--- src/hw/rtl/vkv_pkg.sv ---
// ----------------------------------------------------------------------------
// vkv_pkg
// Shared types and constants of the varint key/value stream decoder.
// ----------------------------------------------------------------------------
package vkv_pkg;

   localparam int LengthBitsDefault = 25;
   localparam int LimitWidth        = 25;
   localparam int MidQueueDepth     = 4;
   localparam int OutQueueDepth     = 4;

   localparam logic [LimitWidth-1:0] LimitReset = 25'd16777216;

   localparam logic [1:0] KIND_KEY   = 2'd0;
   localparam logic [1:0] KIND_VALUE = 2'd1;
   localparam logic [1:0] KIND_ENTRY = 2'd2;
   localparam logic [1:0] KIND_FINAL = 2'd3;

   localparam logic [1:0] STATUS_OK    = 2'd0;
   localparam logic [1:0] STATUS_TRUNC = 2'd1;
   localparam logic [1:0] STATUS_LONG  = 2'd2;
   localparam logic [1:0] STATUS_LIMIT = 2'd3;

   localparam logic [7:0] CHAR_C   = 8'h43;
   localparam logic [7:0] CHAR_T   = 8'h54;
   localparam logic [7:0] CHAR_S   = 8'h53;
   localparam logic [7:0] CHAR_ONE = 8'h31;
   localparam logic [7:0] CHAR_TWO = 8'h32;

   localparam logic [4:0] HDR2_LEN = 5'd16;
   localparam logic [4:0] HDR1_LEN = 5'd12;

   typedef struct packed {
      logic [7:0] data;
      logic       parse;
      logic       fin;
      logic       hdr_trunc;
      logic       item_end;
   } op_type;

   typedef struct packed {
      logic [1:0] kind;
      logic [7:0] payload;
      logic [1:0] status;
      logic       run_last;
   } res_type;

endpackage

--- src/hw/rtl/varint_key_value_stream_decoder_core.sv ---
// ----------------------------------------------------------------------------
// varint_key_value_stream_decoder_core
// Throughput: 1 byte per cycle while full is low; full is high during a header replay or with the mid queue full.
// During a header replay the held bytes and then the current byte are issued with push stalled (full high).
// A record-closing value byte or a last byte stays in the back end while its extra results are issued.
// Reset is synchronous: queues drain, state clears, limit returns to 16777216.
// ----------------------------------------------------------------------------
module varint_key_value_stream_decoder_core
   import vkv_pkg::*;
#(
   parameter int LENGTH_BITS = LengthBitsDefault,
   parameter int MID_DEPTH   = MidQueueDepth,
   parameter int OUT_DEPTH   = OutQueueDepth
) (
   input  logic                  clock,
   input  logic                  reset,
   input  logic [7:0]            req_data_byte,
   input  logic                  req_last_byte,
   input  logic                  push,
   output logic                  full,
   output logic [1:0]            rsp_kind,
   output logic [7:0]            rsp_payload_byte,
   output logic [1:0]            rsp_status,
   output logic                  rsp_run_last,
   output logic                  empty,
   input  logic                  pop,
   input  logic                  csr_valid,
   output logic                  csr_ready,
   input  logic [LimitWidth-1:0] csr_max_field_length
);

   logic [LimitWidth-1:0] max_len_ff;

   op_type  fr_op;
   logic    fr_push;
   logic    mid_full;
   logic    mid_empty;
   op_type  mid_op;
   logic    bk_pop;
   res_type bk_res;
   logic    bk_push;
   logic    out_full;
   res_type out_res;

   assign csr_ready = 1'b1;

   always_ff @(posedge clock) begin
      if (reset) begin
         max_len_ff <= LimitReset;
      end else if (csr_valid) begin
         max_len_ff <= csr_max_field_length;
      end
   end

   vkv_front u_front (
      .clock   (clock),
      .reset   (reset),
      .in_data (req_data_byte),
      .in_last (req_last_byte),
      .push    (push),
      .full    (full),
      .op_push (fr_push),
      .op      (fr_op),
      .op_full (mid_full)
   );

   vkv_fifo #(
      .WIDTH ($bits(op_type)),
      .DEPTH (MID_DEPTH)
   ) u_mid_q (
      .clock   (clock),
      .reset   (reset),
      .wr_en   (fr_push),
      .wr_data (fr_op),
      .full    (mid_full),
      .rd_en   (bk_pop),
      .rd_data (mid_op),
      .empty   (mid_empty)
   );

   vkv_back #(
      .LENGTH_BITS (LENGTH_BITS)
   ) u_back (
      .clock    (clock),
      .reset    (reset),
      .max_len  (max_len_ff),
      .op_valid (~mid_empty),
      .op       (mid_op),
      .op_pop   (bk_pop),
      .res_push (bk_push),
      .res      (bk_res),
      .res_full (out_full)
   );

   vkv_fifo #(
      .WIDTH ($bits(res_type)),
      .DEPTH (OUT_DEPTH)
   ) u_out_q (
      .clock   (clock),
      .reset   (reset),
      .wr_en   (bk_push),
      .wr_data (bk_res),
      .full    (out_full),
      .rd_en   (pop),
      .rd_data (out_res),
      .empty   (empty)
   );

   assign rsp_kind         = out_res.kind;
   assign rsp_payload_byte = out_res.payload;
   assign rsp_status       = out_res.status;
   assign rsp_run_last     = out_res.run_last;

endmodule

--- src/hw/rtl/vkv_fifo.sv ---
// ----------------------------------------------------------------------------
// vkv_fifo
// Small register queue with push/pop handshake and occupancy count.
// ----------------------------------------------------------------------------
module vkv_fifo #(
   parameter int WIDTH = 8,
   parameter int DEPTH = 4
) (
   input  logic             clock,
   input  logic             reset,
   input  logic             wr_en,
   input  logic [WIDTH-1:0] wr_data,
   output logic             full,
   input  logic             rd_en,
   output logic [WIDTH-1:0] rd_data,
   output logic             empty
);

   localparam int PTR_W = $clog2(DEPTH);
   localparam int CNT_W = $clog2(DEPTH + 1);

   logic [WIDTH-1:0] mem_ff [DEPTH];
   logic [PTR_W-1:0] wr_ptr_ff, wr_ptr_in;
   logic [PTR_W-1:0] rd_ptr_ff, rd_ptr_in;
   logic [CNT_W-1:0] cnt_ff, cnt_in;
   logic             do_wr, do_rd;

   assign full    = (cnt_ff == CNT_W'(DEPTH));
   assign empty   = (cnt_ff == '0);
   assign do_wr   = wr_en & ~full;
   assign do_rd   = rd_en & ~empty;
   assign rd_data = mem_ff[rd_ptr_ff];

   always_comb begin
      wr_ptr_in = do_wr ? wr_ptr_ff + PTR_W'(1) : wr_ptr_ff;
      rd_ptr_in = do_rd ? rd_ptr_ff + PTR_W'(1) : rd_ptr_ff;
      cnt_in    = cnt_ff + CNT_W'(do_wr) - CNT_W'(do_rd);
   end

   always_ff @(posedge clock) begin
      if (reset) begin
         wr_ptr_ff <= '0;
         rd_ptr_ff <= '0;
         cnt_ff    <= '0;
      end else begin
         wr_ptr_ff <= wr_ptr_in;
         rd_ptr_ff <= rd_ptr_in;
         cnt_ff    <= cnt_in;
      end
   end

   always_ff @(posedge clock) begin
      if (do_wr) begin
         mem_ff[wr_ptr_ff] <= wr_data;
      end
   end

endmodule

--- src/hw/rtl/vkv_front.sv ---
// ----------------------------------------------------------------------------
// vkv_front
// Header check, header skip and replay of held bytes; issues parse operations.
// ----------------------------------------------------------------------------
module vkv_front
   import vkv_pkg::*;
(
   input  logic       clock,
   input  logic       reset,
   input  logic [7:0] in_data,
   input  logic       in_last,
   input  logic       push,
   output logic       full,
   output logic       op_push,
   output op_type     op,
   input  logic       op_full
);

   localparam logic [1:0] FS_HDR   = 2'd0;
   localparam logic [1:0] FS_SKIP2 = 2'd1;
   localparam logic [1:0] FS_SKIP1 = 2'd2;
   localparam logic [1:0] FS_PARSE = 2'd3;

   logic [1:0] state_ff, state_in;
   logic [4:0] count_ff, count_in;
   logic [7:0] held_ff [3];
   logic [7:0] held_in [3];
   logic       rp_active_ff, rp_active_in;
   logic [1:0] rp_idx_ff, rp_idx_in;
   logic [1:0] rp_num_ff, rp_num_in;
   logic [7:0] rp_data_ff, rp_data_in;
   logic       rp_last_ff, rp_last_in;
   logic       accept;
   logic       cts;
   logic       skip_done;

   assign full   = rp_active_ff | op_full;
   assign accept = push & ~full;
   assign cts    = (held_ff[0] == CHAR_C) && (held_ff[1] == CHAR_T) && (held_ff[2] == CHAR_S);

   always_comb begin
      state_in     = state_ff;
      count_in     = count_ff;
      held_in      = held_ff;
      rp_active_in = rp_active_ff;
      rp_idx_in    = rp_idx_ff;
      rp_num_in    = rp_num_ff;
      rp_data_in   = rp_data_ff;
      rp_last_in   = rp_last_ff;
      op_push      = 1'b0;
      op           = '0;
      skip_done    = 1'b0;
      if (rp_active_ff) begin
         if (!op_full) begin
            op_push    = 1'b1;
            op.parse   = 1'b1;
            if (rp_idx_ff == rp_num_ff) begin
               op.data      = rp_data_ff;
               op.fin       = rp_last_ff;
               op.item_end  = 1'b1;
               rp_active_in = 1'b0;
            end else begin
               op.data   = held_ff[rp_idx_ff];
               rp_idx_in = rp_idx_ff + 2'd1;
            end
         end
      end else if (accept) begin
         unique case (state_ff) inside
            FS_HDR: begin
               if (count_ff < 5'd3) begin
                  held_in[count_ff[1:0]] = in_data;
                  count_in = count_ff + 5'd1;
                  if (in_last) begin
                     rp_active_in = 1'b1;
                     rp_idx_in    = 2'd0;
                     rp_num_in    = count_ff[1:0];
                     rp_data_in   = in_data;
                     rp_last_in   = 1'b1;
                  end
               end else begin
                  count_in = 5'd4;
                  if (cts && (in_data == CHAR_TWO || in_data == CHAR_ONE)) begin
                     state_in = (in_data == CHAR_TWO) ? FS_SKIP2 : FS_SKIP1;
                     if (in_last) begin
                        op_push      = 1'b1;
                        op.fin       = 1'b1;
                        op.hdr_trunc = 1'b1;
                        op.item_end  = 1'b1;
                     end
                  end else begin
                     state_in     = FS_PARSE;
                     rp_active_in = 1'b1;
                     rp_idx_in    = 2'd0;
                     rp_num_in    = 2'd3;
                     rp_data_in   = in_data;
                     rp_last_in   = in_last;
                  end
               end
            end
            FS_SKIP2, FS_SKIP1: begin
               count_in  = count_ff + 5'd1;
               skip_done = (count_in >= ((state_ff == FS_SKIP2) ? HDR2_LEN : HDR1_LEN));
               if (skip_done) begin
                  state_in = FS_PARSE;
               end
               if (in_last) begin
                  op_push      = 1'b1;
                  op.fin       = 1'b1;
                  op.hdr_trunc = ~skip_done;
                  op.item_end  = 1'b1;
               end
            end
            FS_PARSE: begin
               op_push     = 1'b1;
               op.data     = in_data;
               op.parse    = 1'b1;
               op.fin      = in_last;
               op.item_end = 1'b1;
            end
            default: ;
         endcase
         if (in_last) begin
            state_in = FS_HDR;
            count_in = 5'd0;
         end
      end
   end

   always_ff @(posedge clock) begin
      if (reset) begin
         state_ff     <= FS_HDR;
         count_ff     <= 5'd0;
         rp_active_ff <= 1'b0;
         rp_idx_ff    <= 2'd0;
         rp_num_ff    <= 2'd0;
      end else begin
         state_ff     <= state_in;
         count_ff     <= count_in;
         rp_active_ff <= rp_active_in;
         rp_idx_ff    <= rp_idx_in;
         rp_num_ff    <= rp_num_in;
      end
   end

   always_ff @(posedge clock) begin
      held_ff    <= held_in;
      rp_data_ff <= rp_data_in;
      rp_last_ff <= rp_last_in;
   end

endmodule

--- src/hw/rtl/vkv_back.sv ---
// ----------------------------------------------------------------------------
// vkv_back
// Record parser: LEB128 lengths, key and value bytes, entry marks and status.
// ----------------------------------------------------------------------------
module vkv_back
   import vkv_pkg::*;
#(
   parameter int LENGTH_BITS = LengthBitsDefault
) (
   input  logic                  clock,
   input  logic                  reset,
   input  logic [LimitWidth-1:0] max_len,
   input  logic                  op_valid,
   input  op_type                op,
   output logic                  op_pop,
   output logic                  res_push,
   output res_type               res,
   input  logic                  res_full
);

   localparam int CMP_W = (LENGTH_BITS > LimitWidth) ? LENGTH_BITS : LimitWidth;

   localparam logic [2:0] PH_KLEN = 3'd0;
   localparam logic [2:0] PH_KEY  = 3'd1;
   localparam logic [2:0] PH_VLEN = 3'd2;
   localparam logic [2:0] PH_VAL  = 3'd3;
   localparam logic [2:0] PH_ERR  = 3'd4;

   localparam logic [1:0] SUB_MAIN  = 2'd0;
   localparam logic [1:0] SUB_ENTRY = 2'd1;
   localparam logic [1:0] SUB_FINAL = 2'd2;

   logic [2:0]             phase_ff, phase_in;
   logic [1:0]             sub_ff, sub_in;
   logic [LENGTH_BITS-1:0] value_ff, value_in;
   logic                   ovf_ff, ovf_in;
   logic [3:0]             shift_ff, shift_in;
   logic [LENGTH_BITS-1:0] remain_ff, remain_in;
   logic [1:0]             err_ff, err_in;
   res_type                pend_ff, pend_in;
   logic                   pend_valid_ff, pend_valid_in;
   logic                   pend_closed_ff, pend_closed_in;

   logic                   go;
   logic                   done;
   logic                   end_item;
   logic                   need_entry;
   logic                   nr_valid;
   res_type                nr;
   logic [6:0]             shift7;
   logic [63:0]            grp;
   logic [63:0]            grp_hi;
   logic [LENGTH_BITS-1:0] vnew;
   logic                   onew;
   logic                   over;

   assign go     = op_valid & ~res_full;
   assign shift7 = {shift_ff, 3'b000} - {3'b000, shift_ff};
   assign grp    = {57'd0, op.data[6:0]} << shift7;
   assign grp_hi = grp >> LENGTH_BITS;
   assign vnew   = value_ff | grp[LENGTH_BITS-1:0];
   assign onew   = ovf_ff | (|grp_hi);
   assign over   = CMP_W'(vnew) > CMP_W'(max_len);

   always_comb begin
      phase_in   = phase_ff;
      sub_in     = sub_ff;
      value_in   = value_ff;
      ovf_in     = ovf_ff;
      shift_in   = shift_ff;
      remain_in  = remain_ff;
      err_in     = err_ff;
      done       = 1'b0;
      need_entry = 1'b0;
      nr_valid   = 1'b0;
      nr         = '0;
      if (go) begin
         unique case (sub_ff)
            SUB_MAIN: begin
               if (op.parse) begin
                  case (phase_ff) inside
                     PH_KLEN, PH_VLEN: begin
                        value_in = vnew;
                        ovf_in   = onew;
                        if (!op.data[7]) begin
                           value_in = '0;
                           ovf_in   = 1'b0;
                           shift_in = 4'd0;
                           if (onew || over) begin
                              err_in   = (err_ff == STATUS_OK) ? STATUS_LIMIT : err_ff;
                              phase_in = PH_ERR;
                           end else if (vnew == '0) begin
                              if (phase_ff == PH_KLEN) begin
                                 phase_in = PH_VLEN;
                              end else begin
                                 nr_valid = 1'b1;
                                 nr.kind  = KIND_ENTRY;
                                 phase_in = PH_KLEN;
                              end
                           end else begin
                              remain_in = vnew;
                              phase_in  = (phase_ff == PH_KLEN) ? PH_KEY : PH_VAL;
                           end
                        end else if (shift_ff >= 4'd9) begin
                           value_in = '0;
                           ovf_in   = 1'b0;
                           shift_in = 4'd0;
                           err_in   = (err_ff == STATUS_OK) ? STATUS_LONG : err_ff;
                           phase_in = PH_ERR;
                        end else begin
                           shift_in = shift_ff + 4'd1;
                        end
                     end
                     PH_KEY: begin
                        nr_valid   = 1'b1;
                        nr.kind    = KIND_KEY;
                        nr.payload = op.data;
                        remain_in  = remain_ff - LENGTH_BITS'(1);
                        if (remain_ff == LENGTH_BITS'(1)) begin
                           phase_in = PH_VLEN;
                        end
                     end
                     PH_VAL: begin
                        nr_valid   = 1'b1;
                        nr.kind    = KIND_VALUE;
                        nr.payload = op.data;
                        remain_in  = remain_ff - LENGTH_BITS'(1);
                        if (remain_ff == LENGTH_BITS'(1)) begin
                           phase_in   = PH_KLEN;
                           need_entry = 1'b1;
                        end
                     end
                     default: ;
                  endcase
               end
               if (need_entry) begin
                  sub_in = SUB_ENTRY;
               end else if (op.fin) begin
                  sub_in = SUB_FINAL;
               end else begin
                  done = 1'b1;
               end
            end
            SUB_ENTRY: begin
               nr_valid = 1'b1;
               nr.kind  = KIND_ENTRY;
               if (op.fin) begin
                  sub_in = SUB_FINAL;
               end else begin
                  done = 1'b1;
               end
            end
            SUB_FINAL: begin
               nr_valid = 1'b1;
               nr.kind  = KIND_FINAL;
               if (err_ff != STATUS_OK) begin
                  nr.status = err_ff;
               end else if (!op.hdr_trunc && phase_ff == PH_KLEN && shift_ff == 4'd0) begin
                  nr.status = STATUS_OK;
               end else begin
                  nr.status = STATUS_TRUNC;
               end
               phase_in  = PH_KLEN;
               value_in  = '0;
               ovf_in    = 1'b0;
               shift_in  = 4'd0;
               remain_in = '0;
               err_in    = STATUS_OK;
               done      = 1'b1;
            end
            default: begin
               sub_in = SUB_MAIN;
            end
         endcase
         if (done) begin
            sub_in = SUB_MAIN;
         end
      end
   end

   assign op_pop   = go & done;
   assign end_item = go & done & op.item_end;

   // hold the newest result until it is known whether it closes its transaction
   always_comb begin
      pend_in        = pend_ff;
      pend_valid_in  = pend_valid_ff;
      pend_closed_in = pend_closed_ff;
      res_push       = 1'b0;
      res            = pend_ff;
      if (!res_full) begin
         if (pend_valid_ff && pend_closed_ff) begin
            res_push       = 1'b1;
            res.run_last   = 1'b1;
            pend_valid_in  = 1'b0;
         end
         if (nr_valid) begin
            if (pend_valid_ff && !pend_closed_ff) begin
               res_push     = 1'b1;
               res.run_last = 1'b0;
            end
            pend_in        = nr;
            pend_valid_in  = 1'b1;
            pend_closed_in = end_item;
         end else if (end_item && pend_valid_ff && !pend_closed_ff) begin
            res_push      = 1'b1;
            res.run_last  = 1'b1;
            pend_valid_in = 1'b0;
         end
      end
   end

   always_ff @(posedge clock) begin
      if (reset) begin
         phase_ff       <= PH_KLEN;
         sub_ff         <= SUB_MAIN;
         value_ff       <= '0;
         ovf_ff         <= 1'b0;
         shift_ff       <= 4'd0;
         remain_ff      <= '0;
         err_ff         <= STATUS_OK;
         pend_valid_ff  <= 1'b0;
         pend_closed_ff <= 1'b0;
      end else begin
         phase_ff       <= phase_in;
         sub_ff         <= sub_in;
         value_ff       <= value_in;
         ovf_ff         <= ovf_in;
         shift_ff       <= shift_in;
         remain_ff      <= remain_in;
         err_ff         <= err_in;
         pend_valid_ff  <= pend_valid_in;
         pend_closed_ff <= pend_closed_in;
      end
   end

   always_ff @(posedge clock) begin
      pend_ff <= pend_in;
   end

endmodule

--- config.mk ---
export PLATFORM = sky130hd
export DESIGN_NAME = varint_key_value_stream_decoder_core
export DESIGN_NICKNAME = d
export VERILOG_FILES = /design/src/hw/rtl/vkv_pkg.sv /design/src/hw/rtl/varint_key_value_stream_decoder_core.sv /design/src/hw/rtl/vkv_fifo.sv /design/src/hw/rtl/vkv_front.sv /design/src/hw/rtl/vkv_back.sv
export SDC_FILE = /design/constraint.sdc
export NUM_CORES = 1
export LEC_CHECK = 0
export BUFFER_PORTS_ARGS = -buffer_cell sky130_fd_sc_hd__buf_2
export CAP_MARGIN = 20
export CELL_PAD_IN_SITES_DETAIL_PLACEMENT = 0
export CELL_PAD_IN_SITES_GLOBAL_PLACEMENT = 2
export CORE_UTILIZATION = 35
export CTS_BUF_LIST = sky130_fd_sc_hd__clkbuf_16
export DETAILED_ROUTE_END_ITERATION = 10
export PLACE_DENSITY_LB_ADDON = 0.1
export SLEW_MARGIN = 40
export SYNTH_ARGS = -nofsm -noshare
export SYNTH_HDL_FRONTEND = slang
export SYNTH_SLANG_ARGS = --single-unit
export TNS_END_PERCENT = 10
--- constraint.sdc ---
create_clock -name clock -period 7 [get_ports clock]
set_input_delay 1.4 -clock clock [delete_from_list [all_inputs] [get_ports clock]]
set_output_delay 1.4 -clock clock [all_outputs]
set_load 0.01 [all_outputs]
Word level (Yosys, flattened, before mapping)
Memories as Yosys holds them, arrays and structs flattened. A register that Yosys moved wholly into a read port is not among the register bits.
Cells that the tools add are included.

word-level totals
  flip-flop bits (word level) = 160
  memory bits (writable) = 100
  logic and storage cells = 325
  memories = 2

memory list
  memory          words  bits a word  rd ports  clocked after memory_dff  wr ports  line            RTL
  u_out_q.mem_ff  4      13           1         1                         1         vkv_fifo.sv:22  logic [WIDTH-1:0] mem_ff [DEPTH];
  u_mid_q.mem_ff  4      12           1         1                         1         vkv_fifo.sv:22

operators by class
  add/subtract/negate cells = 13
  $lt $le $gt $ge = 7
  equality and inequality tests = 37
  shift operators = 1
  muxes and demuxes = 167
  bitwise operators = 23
  reduce and logical (&&, ||, !) cells = 46

operator list
  cell                                                                   count
  25-bit 2-to-1 mux                                                      11
  25-bit one-hot mux with 2 select lines                                 2
  8-bit 2-to-1 mux                                                       10
  2-bit 2-to-1 mux                                                       39
  7-bit by 7-bit << shifter with 64-bit output                           1
  1-bit 2-to-1 mux                                                       62
  3-bit 2-to-1 mux                                                       14
  39-bit OR reduction                                                    1
  10-bit 2-to-1 mux                                                      3
  25-bit by 1-bit == test with 1-bit output (second input constant)      1
  25-bit greater-than comparator                                         1
  25-bit logical NOT                                                     1
  25-bit OR                                                              1
  25-bit by 1-bit subtractor with 25-bit output (second input constant)  1
  24-bit bitwise mux                                                     1
  8-bit by 7-bit == test with 1-bit output (second input constant)       3
  8-bit binary-select mux with 2-bit select                              1
  8-bit demux with 2-bit select                                          1
  8-bit by 6-bit == test with 1-bit output (second input constant)       2
  4-bit 2-to-1 mux                                                       4
  5-bit 2-to-1 mux                                                       3
  3-bit inequality test (second input constant)                          5
  7-bit AND reduction                                                    2
  12-bit 2-to-1 mux                                                      1
  other kinds (50)                                                       123

Longest topological paths before layout
Gate-level depths: netlist of run 1.

  depth after elaboration = 22
  mapped depth = 27
  gate-level depth less buffers = 23

Hierarchy
Synthesis of run 1 repeated with hierarchy kept, for this count alone.

unflattened totals
  cell total of the unflattened synthesis = 1313
  area, all modules = 14203.6 µm²

modules (own cells, without submodules)
  module                                times used  cells each  area each (µm²)  seq. area each (µm²)
  vkv_back                              1           764         6192.2           1641.6
  vkv_front                             1           234         2496.1           1231.2
  vkv_fifo (u_out_q)                    1           118         2358.5           1741.7
  vkv_fifo (u_mid_q)                    1           113         2230.9           1621.6
  varint_key_value_stream_decoder_core  1           84          925.9            500.5

Least setup slack after synthesis of run 1
Ideal clock, no wire load.

  kind = register to register
  start point = register u_back.shift_ff[0]
  end point = register u_out_q.cnt_ff[1]
  arrival time = 6.123 ns
  slack = 0.750 ns
  cell stages (with the launch flop) = 24
  path buffers = 4
  clock period less this slack = 6.250 ns
  path through = dfxtp_1 clkbuf_1 clkinv_1 buf_1 ha_1 clkbuf_1 mux4_2 mux2_2 a22oi_1 nand2_1 a21oi_1 inv_1 ha_1 a21o_1 a21o_1 a21o_1 a2111oi_0 a21oi_1 or4_1 buf_2 o41ai_4 ha_1 fa_1 nor2b_1

on the way
  longest elaborated chain between the ends = 16
  elaborated cells between the ends (all ways) = 20
  classes of those cells = 3 x add/sub; 1 x order compare; 1 x shift; 9 x mux; 3 x bitwise; 3 x reduce/logical

ends and longest elaborated chain
  what                                                          line                            RTL
  from (decl)                                                   vkv_back.sv:37                  logic [3:0] shift_ff, shift_in;
  from (signal assigned)                                        vkv_back.sv:229                 shift_ff <= shift_in;
  7-bit by 4-bit subtractor with 7-bit output *                 vkv_back.sv:58                  assign shift7 = {shift_ff, 3'b000} - {3'b000, shift_ff};
  7-bit by 7-bit << shifter with 64-bit output *                vkv_back.sv:59                  assign grp = {57'd0, op.data[6:0]} << shift7;
  25-bit OR or 39-bit OR reduction (tied branches)              vkv_back.sv:61, vkv_back.sv:62
  25-bit greater-than comparator, or another cell as far along  vkv_back.sv:63                  assign over = CMP_W'(vnew) > CMP_W'(max_len);
  1-bit logical OR or 1-bit 2-to-1 mux (tied branches)          vkv_back.sv:89, vkv_back.sv:92
  1-bit 2-to-1 mux *                                            vkv_back.sv:89                  if (onew || over) begin
  1-bit 2-to-1 mux *                                            vkv_back.sv:85                  if (!op.data[7]) begin
  1-bit 2-to-1 mux *                                            vkv_back.sv:81                  case (phase_ff) inside
  1-bit 2-to-1 mux *                                            vkv_back.sv:80                  if (op.parse) begin
  1-bit one-hot mux with 2 select lines *                       vkv_back.sv:78                  unique case (sub_ff)
  1-bit 2-to-1 mux *                                            vkv_back.sv:77                  if (go) begin
  1-bit 2-to-1 mux *                                            vkv_back.sv:197                 if (nr_valid) begin
  1-bit 2-to-1 mux *                                            vkv_back.sv:191                 if (!res_full) begin
  1-bit bitwise AND *                                           vkv_fifo.sv:30                  assign do_wr = wr_en & ~full;
  3-bit by 1-bit adder with 3-bit output *                      vkv_fifo.sv:37                  cnt_in = cnt_ff + CNT_W'(do_wr) - CNT_W'(do_rd);
  3-bit by 1-bit subtractor with 3-bit output *                 vkv_fifo.sv:37
  named net u_out_q.cnt_in[1]                                   vkv_fifo.sv:25                  logic [CNT_W-1:0] cnt_ff, cnt_in;
  to (signal assigned)                                          vkv_fifo.sv:48                  cnt_ff <= cnt_in;
  to (decl)                                                     vkv_fifo.sv:25

Mark *: on every way through the listed nets, which the timed path passes. The rest lies on a longest branch.
A chain may end at the register's enable or synchronous reset.

Worst setup path after layout of run 1
  start point = register u_back.shift_ff[1]
  end point = register u_back.remain_ff[5]

on the way
  longest elaborated chain between the ends = 9
  elaborated cells between the ends (all ways) = 17
  classes of those cells = 1 x add/sub; 1 x order compare; 2 x eq/ne; 1 x shift; 6 x mux; 2 x bitwise; 4 x reduce/logical

ends and longest elaborated chain
  what                                                                                    line             RTL
  7-bit by 4-bit subtractor with 7-bit output *                                           vkv_back.sv:58
  7-bit by 7-bit << shifter with 64-bit output *                                          vkv_back.sv:59
  parallel branches: the longest is 7 deep, another holds 25-bit greater-than comparator  -
  to (signal assigned)                                                                    vkv_back.sv:230  remain_ff <= remain_in;
  to (decl)                                                                               vkv_back.sv:38   logic [LENGTH_BITS-1:0] remain_ff, remain_in;

Mark *: on every way between the ends. The select of a mux whose other input is x is not followed.

==> results.md, run 1 <==
* Run status: completed
* Fin crit share at 93.3%
* Clk slew on worst S/H paths at 0.06 ns
* Psw at 2880 µW
* DP Area at 14,800 µm²
* Fin crit period at 6.53 ns
* Slew at the pin closest to its max-slew limit at 0.820 ns
* Die Wd at 201 µm
* Cells after Synth at 1,315
* Worst Hold Class: reg -> reg
* Ranking of synthesized cells by area: edfxtp_1 (32%), dfxtp_1 (17%), mux4_2 (6.4%), ha_1 (5.4%), nor2_1 (4.2%)
* Setup CP Type: reg -> reg
* Worst hold start: u_back.value_ff[20]
* R2R Path Start: u_back.shift_ff[1]
* Leakage at 0.00629 µW
* Routed via count at 10.2k
* Cells on worst reg2reg path at 19
* Core area at 38,700 µm²
* Post-route ant nets at 0
* Buf+Inv Stages, Crit Path at 3
* CP max FO at 31
* R2r setup slk at 0.47 ns
* Post-CTS setup buffer count at 0
* CTS sink count at 264
* Setup TNS Final at 0 ns
* Count of cell types in the netlist at 77
* Routed WL at 37.4 mm
* Fin. Hold Viols at 0
* Clk pwr share at 23.9%
* # nets final at 1,477
* Switching Fraction at 41.4%
* Initial detailed-routing violation count at 622
* Hold endpoint: u_back.value_ff[20]
* Syn. warnings at 0
* Peak VDD IR at 0.000219 V
* Total grt overflow at 0
* Crit Reg-Reg Endpoint: u_back.remain_ff[5]
* Routability congestion estimate at 0.831
* Largest net degree at the start of global routing at 82
* CTS Buf Count at 31
* IO Count at 55
* Relative slew margins at 44.9%
* Worst Skew at 0.0160 ns
* Die area at 40,200 µm²
* Vias in the first global route at 10.2k
* Number of synthesized flops with an enable pin at 145
* Post-route cell area at 15,900 µm²
* Commonest cells after routing, fill and taps aside: nor2_1 (155), edfxtp_1 (145), dfxtp_1 (118)
* Cts hold-fix bufs at 0
* Top delay family on crit path: compound AO/OA/AOI/OAI gates
* CTS tree: built
* Most common cell after layout, fill and taps aside: nor2_1
* Synth Register Bits at 264
* GRT Util Overall at 18.7%
* Diode count at 0
* DRC at 0
* CP Launch Type: flip-flop
* Worst path arrival time at 7.04 ns
* # rows at 72
* Comb pwr share at 48.2%
* Mean post-synth cell area at 10.5 µm²
* Yosys top cell area share at 31.6%
* Max-slew violations at 0
* Fmax at 153 MHz
* Post-detail-place hpwl at 27.2 mm
* RSZ-0062 raised after global routing: no
* Cell Area, Synth at 13,800 µm²
* Post-synth ARST share at 0%
* Biggest area consumer among synthesized cells: edfxtp_1
* Slowest CP cell: ha_1
* Synth Flop Type: edfxtp_1
* Hold Path Cell Cnt at 2
* Reg power frac at 27.8%
* Global-route wire length before repair at 59.6 mm
* Sequential fraction of the synthesis area at 48.8%
* Antenna violations before repair at 0
* Critical Path, Cell by Cell: inv_1, ha_1, mux4_2, mux2_2, a22oi_1, nand2_1, a21oi_1, inv_1, ha_1, a21o_1, a21o_1, a21o_1, a2111oi_0, a21oi_1, or4_1, o41a_1, buf_12, or3_1, a21oi_1
* Layout area overhead at 15.0%
* Power per cell area at 438 nW/µm²
* Data required, critical path at 7.51 ns
* Final setup fails at 0
* Maxcap violations at 0
* Post-CTS Resized at 0
* Vias per std cell at 5.29
* Max Root-Sink Buffers at 3
* Port bufs at 53
* Internal power at 4070 µW
* Initial Utilization at 35.6%
* Fill count at 3,849
* Critical Path Sink Type: flip-flop
* Clock latency at the later pin of the worst-skew pair at 0.59 ns
* H-tree Lvls at 1
* Avg WL per Cell at 19.5 µm
* Layout cell share with drive strength beyond 1 at 14.9%
* CP peak stage delay at 0.64 ns
* Synth Net Count at 1,416
* DR pass1 iterations at 5
* Chip height at 201 µm
* CTS root buf: clkbuf_16
[per-layer routing]
layer | GRT usage [%] | share of wire, % | vias up
met5 | 0 | 0 | -
met2 | 29.7 | 46 | 198
li1 | - | - | 4956
met1 | 26.9 | 48 | 4949
met3 | 2.52 | 3.9 | 52
met4 | 4.31 | 2.1 | 0
[per-stage QoR]
stage	std cells	utilization (%)	total power (µW)	setup slack [ns]	hold slack, ns
global route	1918	40.9	7470	0.0434	0.498
CTS	1917	40.9	6990	0.502	0.472
global placement	1860	38.1	5340	0.651	0.442
floorplan	1315	-	4210	0.750	0.427
detailed placement	1860	38.2	5300	0.509	0.457
finish	1918	40.9	6950	0.466	0.464
[cell usage after synthesis (21+ instances only)]
master,number
dfxtp_1,119
clkbuf_1,48
inv_1,85
nand2_1,75
mux4_2,39
ha_1,60
edfxtp_1,145
o21ai_0,45
nand3_1,22
nor2_1,156
nor3_1,36
mux2i_1,58
xnor2_1,21
o22ai_1,21
a21oi_1,88
[cell families after synthesis]
logic type,after synthesis,synth area share [%]
fa+ha+maj,62,5.73
xor+xnor,32,2.03
simple gates,415,14.5
compound gates,283,13.3
other cells,1,0.0272
flops,264,48.8
buf+inv,154,4.35
mux,104,11.1
[worst max path at each step]
stage	from	endpoint	slack (ns)	cells after the start
6_report	u_back.shift_ff[1]	u_back.remain_ff[5]	0.47	19
5_1_grt	u_back.shift_ff[1]	u_out_q.mem_ff[0][1]	0.04	20
4_1_cts	u_back.shift_ff[1]	u_out_q.mem_ff[0][1]	0.50	18
3_5_place_dp	u_back.shift_ff[1]	u_out_q.mem_ff[0][10]	0.51	18
3_3_place_gp	u_back.shift_ff[1]	u_back.remain_ff[5]	0.65	20
2_1_floorplan	u_back.shift_ff[0]	u_out_q.cnt_ff[1]	0.75	23
[worst reg2reg max path: stages (launching register included)]
cell and delay, ns:
dfxtp_1 0.56, inv_1 0.17, ha_1 0.64, mux4_2 0.38
mux2_2 0.36, a22oi_1 0.21, nand2_1 0.14, a21oi_1 0.41
inv_1 0.10, ha_1 0.30, a21o_1 0.18, a21o_1 0.17
a21o_1 0.18, a2111oi_0 0.50, a21oi_1 0.23, or4_1 0.57
o41a_1 0.60, buf_12 0.25, or3_1 0.37, a21oi_1 0.14
[cell type report]
cell class,count,area (µm²),area share (%)
flip-flops and latches,264,6740,42.5
multi-input cells,897,6500,41.0
clock buffers,31,776,4.89
well taps,518,648,4.09
repair buffers,94,599,3.78
inverters,88,330,2.08
clock inverters,26,268,1.69
[state kept, by name, indices dropped and copies added, names as in the netlist, 3 cells and up, named ones only]
signal and count:
u_back.shift_ff 4, u_out_q.cnt_ff 3, u_back.res 12, u_front.count_ff 5
u_back.phase_ff 3, u_out_q.mem_ff 52, max_len_ff 25, u_front.rp_data_ff 8
u_mid_q.mem_ff 48, u_mid_q.cnt_ff 3, u_front.held_ff 24, u_back.value_ff 25
u_back.remain_ff 25
[power by group through the flow]
stage	Clock [µW]	Sequential (µW)	Combinational, µW
after detailed placement	0	1970	3330
after global routing	1770	1960	3740
after global placement	0	1970	3370
after floorplan	0	1900	2310
final	1660	1940	3350
after CTS	1710	1940	3350
Power figures use the tool's default switching activity.
==> run 2, diff against run 1 <==
--- a/config.mk
+++ b/config.mk
@@ -7,8 +7,8 @@
 export LEC_CHECK = 0
 export BUFFER_PORTS_ARGS = -buffer_cell sky130_fd_sc_hd__buf_2
 export CAP_MARGIN = 20
-export CELL_PAD_IN_SITES_DETAIL_PLACEMENT = 0
-export CELL_PAD_IN_SITES_GLOBAL_PLACEMENT = 2
+export CELL_PAD_IN_SITES_DETAIL_PLACEMENT = 1
+export CELL_PAD_IN_SITES_GLOBAL_PLACEMENT = 1
 export CORE_UTILIZATION = 35
 export CTS_BUF_LIST = sky130_fd_sc_hd__clkbuf_16
 export DETAILED_ROUTE_END_ITERATION = 10
==> run 2 against run 1 <==
  * Clock power shrank 4%
  * Count of clock-buffer cells in the layout stayed put
  * Global-route usage up 0.45 points
  * Cell count hardly changed
  * Core utilization fell by 0.097 points
  * First-iteration DRC count decreased by 33%
  * Die area unchanged
  * Combinational power about the same
  * Sequential power hardly changed
  * Setup slack improved by 0.17 ns
  * Register-to-register slack better by 0.17 ns
  * Routed wire length is 2.7% higher
  * Critical path type unchanged
  * Critical endpoint is now u_out_q.cnt_ff[1]
==> results.md, run 2 (same netlist as run 1, synthesis figures left out) <==
* Leakage at 0.00627 µW
* Global-route wire length before repair at 61.3 mm
* Worst hold start: u_back.value_ff[20]
* Post-route ant nets at 0
* CP peak stage delay at 0.61 ns
* Initial Utilization at 35.6%
* Antenna violations before repair at 1
* Fin crit share at 90.9%
* Vias in the first global route at 10.7k
* Chip height at 201 µm
* Worst Skew at 0.0113 ns
* CTS tree: built
* CTS Buf Count at 31
* Setup CP Type: reg -> reg
* Diode count at 0
* Worst Hold Class: reg -> reg
* Fin crit period at 6.37 ns
* Total grt overflow at 0
* Regs by FF count: u_out_q.mem_ff (52), u_mid_q.mem_ff (48)
* Fill count at 4,317
* CTS root buf: clkbuf_16
* Die area at 40,200 µm²
* DR pass1 iterations at 4
* Final Hold Slack at 0.465 ns
* Cts hold-fix bufs at 0
* Fmax at 157 MHz
* Slew at the pin closest to its max-slew limit at 0.833 ns
* Critical Path, Cell by Cell: clkinv_1, ha_1, mux4_2, mux2_2, o22ai_1, nor2_1, a21oi_1, o21bai_1, ha_1, a21o_1, a21o_1, a21oi_1, nor2_1, a2111oi_0, a21oi_1, or4_1, buf_4, o41ai_4, buf_4, ha_1, fa_1, nor2b_1
* Layout cell share with drive strength beyond 1 at 14.8%
* # rows at 72
* Post-layout util at 40.8%
* Hold Path Cell Cnt at 2
* CP max FO at 14
* Initial detailed-routing violation count at 418
* Core area at 38,700 µm²
* RSZ-0062 raised after global routing: no
* Critical Path Sink Type: flip-flop
* Post-CTS setup buffer count at 0
* Port bufs at 53
* R2R Path Start: u_back.shift_ff[0]
* Die Wd at 201 µm
* Commonest cells after routing, fill and taps aside: nor2_1 (155), edfxtp_1 (145), dfxtp_1 (118)
* Final setup fails at 0
* Avg WL per Cell at 20.0 µm
* GRT Util Overall at 19.1%
* Data required, critical path at 7.43 ns
* Post-detail-place hpwl at 28.2 mm
* Setup TNS Final at 0 ns
* Post-CTS Resized at 0
* Cells on worst reg2reg path at 22
* Peak VDD IR at 0.000171 V
* Clk slew on worst S/H paths at 0.06 ns
* Crit Reg-Reg Endpoint: u_out_q.cnt_ff[1]
* Routed WL at 38.4 mm
* Top reg by flops: u_out_q.mem_ff
* Worst path arrival time at 6.80 ns
* Layout area overhead at 14.7%
* DRC at 0
* Routability congestion estimate at 0.826
* Run status: completed
* Clock latency at the later pin of the worst-skew pair at 0.58 ns
* Slowest CP cell: ha_1
* Max Root-Sink Buffers at 3
* Vias per std cell at 5.36
* Relative slew margins at 44.0%
* IO Count at 55
* R2r setup slk at 0.63 ns
* CP Launch Type: flip-flop
* Largest register FFs at 52
* Routed via count at 10.3k
* H-tree Lvls at 1
* Fin. Hold Viols at 0
* Hold endpoint: u_back.value_ff[20]
* Largest net degree at the start of global routing at 82
* CTS sink count at 264
* Power per cell area at 437 nW/µm²
* # nets final at 1,478
* Most common cell after layout, fill and taps aside: nor2_1
* Max-slew violations at 0
* Maxcap violations at 0
## run 2: where the power goes
part	total, µW	switching (µW)	internal [µW]	leakage [µW]
logic	3380	2090	1290	0.00347
registers	1930	139	1800	0.00229
clock network	1590	646	945	0.000517
## run 2: worst max-delay path, delay by kind of cell, from the launching register on
| family | cells | cell delay, ns |
|---|---|---|
| adder cells (fa/ha/maj) | 4 | 1.50 |
| buffers and inverters | 3 | 0.50 |
| flip-flops | 1 | 0.36 |
| multiplexers | 2 | 0.74 |
| AND/OR/NAND/NOR | 4 | 0.97 |
| AO/OA/AOI/OAI | 9 | 2.14 |
## run 2: routing by layer
metal / track usage [%] / vias up / wire length, µm
li1: - / 4957 / -
met1: 26.2 / 5109 / 18400
met2: 31.9 / 158 / 18000
met3: 2.55 / 61 / 1120
met4: 4.58 / 2 / 858
met5: 0 / - / 13
## run 2: through the flow
stage	power (µW)	instances	cell area [µm²]	worst slack (ns)
after global routing	7390	1919	15800	0.160
after floorplan	4210	1315	13800	0.750
final	6910	1919	15800	0.634
after global placement	5290	1861	14800	0.784
after CTS	6960	1919	15800	0.635
after detailed placement	5310	1862	14800	0.639
## run 2: area by class of cell
cell class	instances	area (µm²)	area share [%]
sequential	264	6740	42.6
multi-input combinational	897	6520	41.2
clock buffer	31	776	4.90
tap	518	648	4.10
timing repair buffer	95	594	3.76
inverter	88	330	2.09
clock inverter	26	223	1.41
## run 2: worst max path at each step
stage / from / end / slack (ns) / cells past startpoint
after floorplan: u_back.shift_ff[0] / u_out_q.cnt_ff[1] / 0.75 / 23
after global placement: u_back.shift_ff[0] / u_back.remain_ff[13] / 0.78 / 20
after detailed placement: u_back.shift_ff[0] / u_out_q.cnt_ff[1] / 0.64 / 22
after CTS: u_back.shift_ff[3] / u_out_q.cnt_ff[1] / 0.64 / 24
after global routing: u_back.shift_ff[3] / u_back.remain_ff[20] / 0.16 / 22
final: u_back.shift_ff[0] / u_out_q.cnt_ff[1] / 0.63 / 22
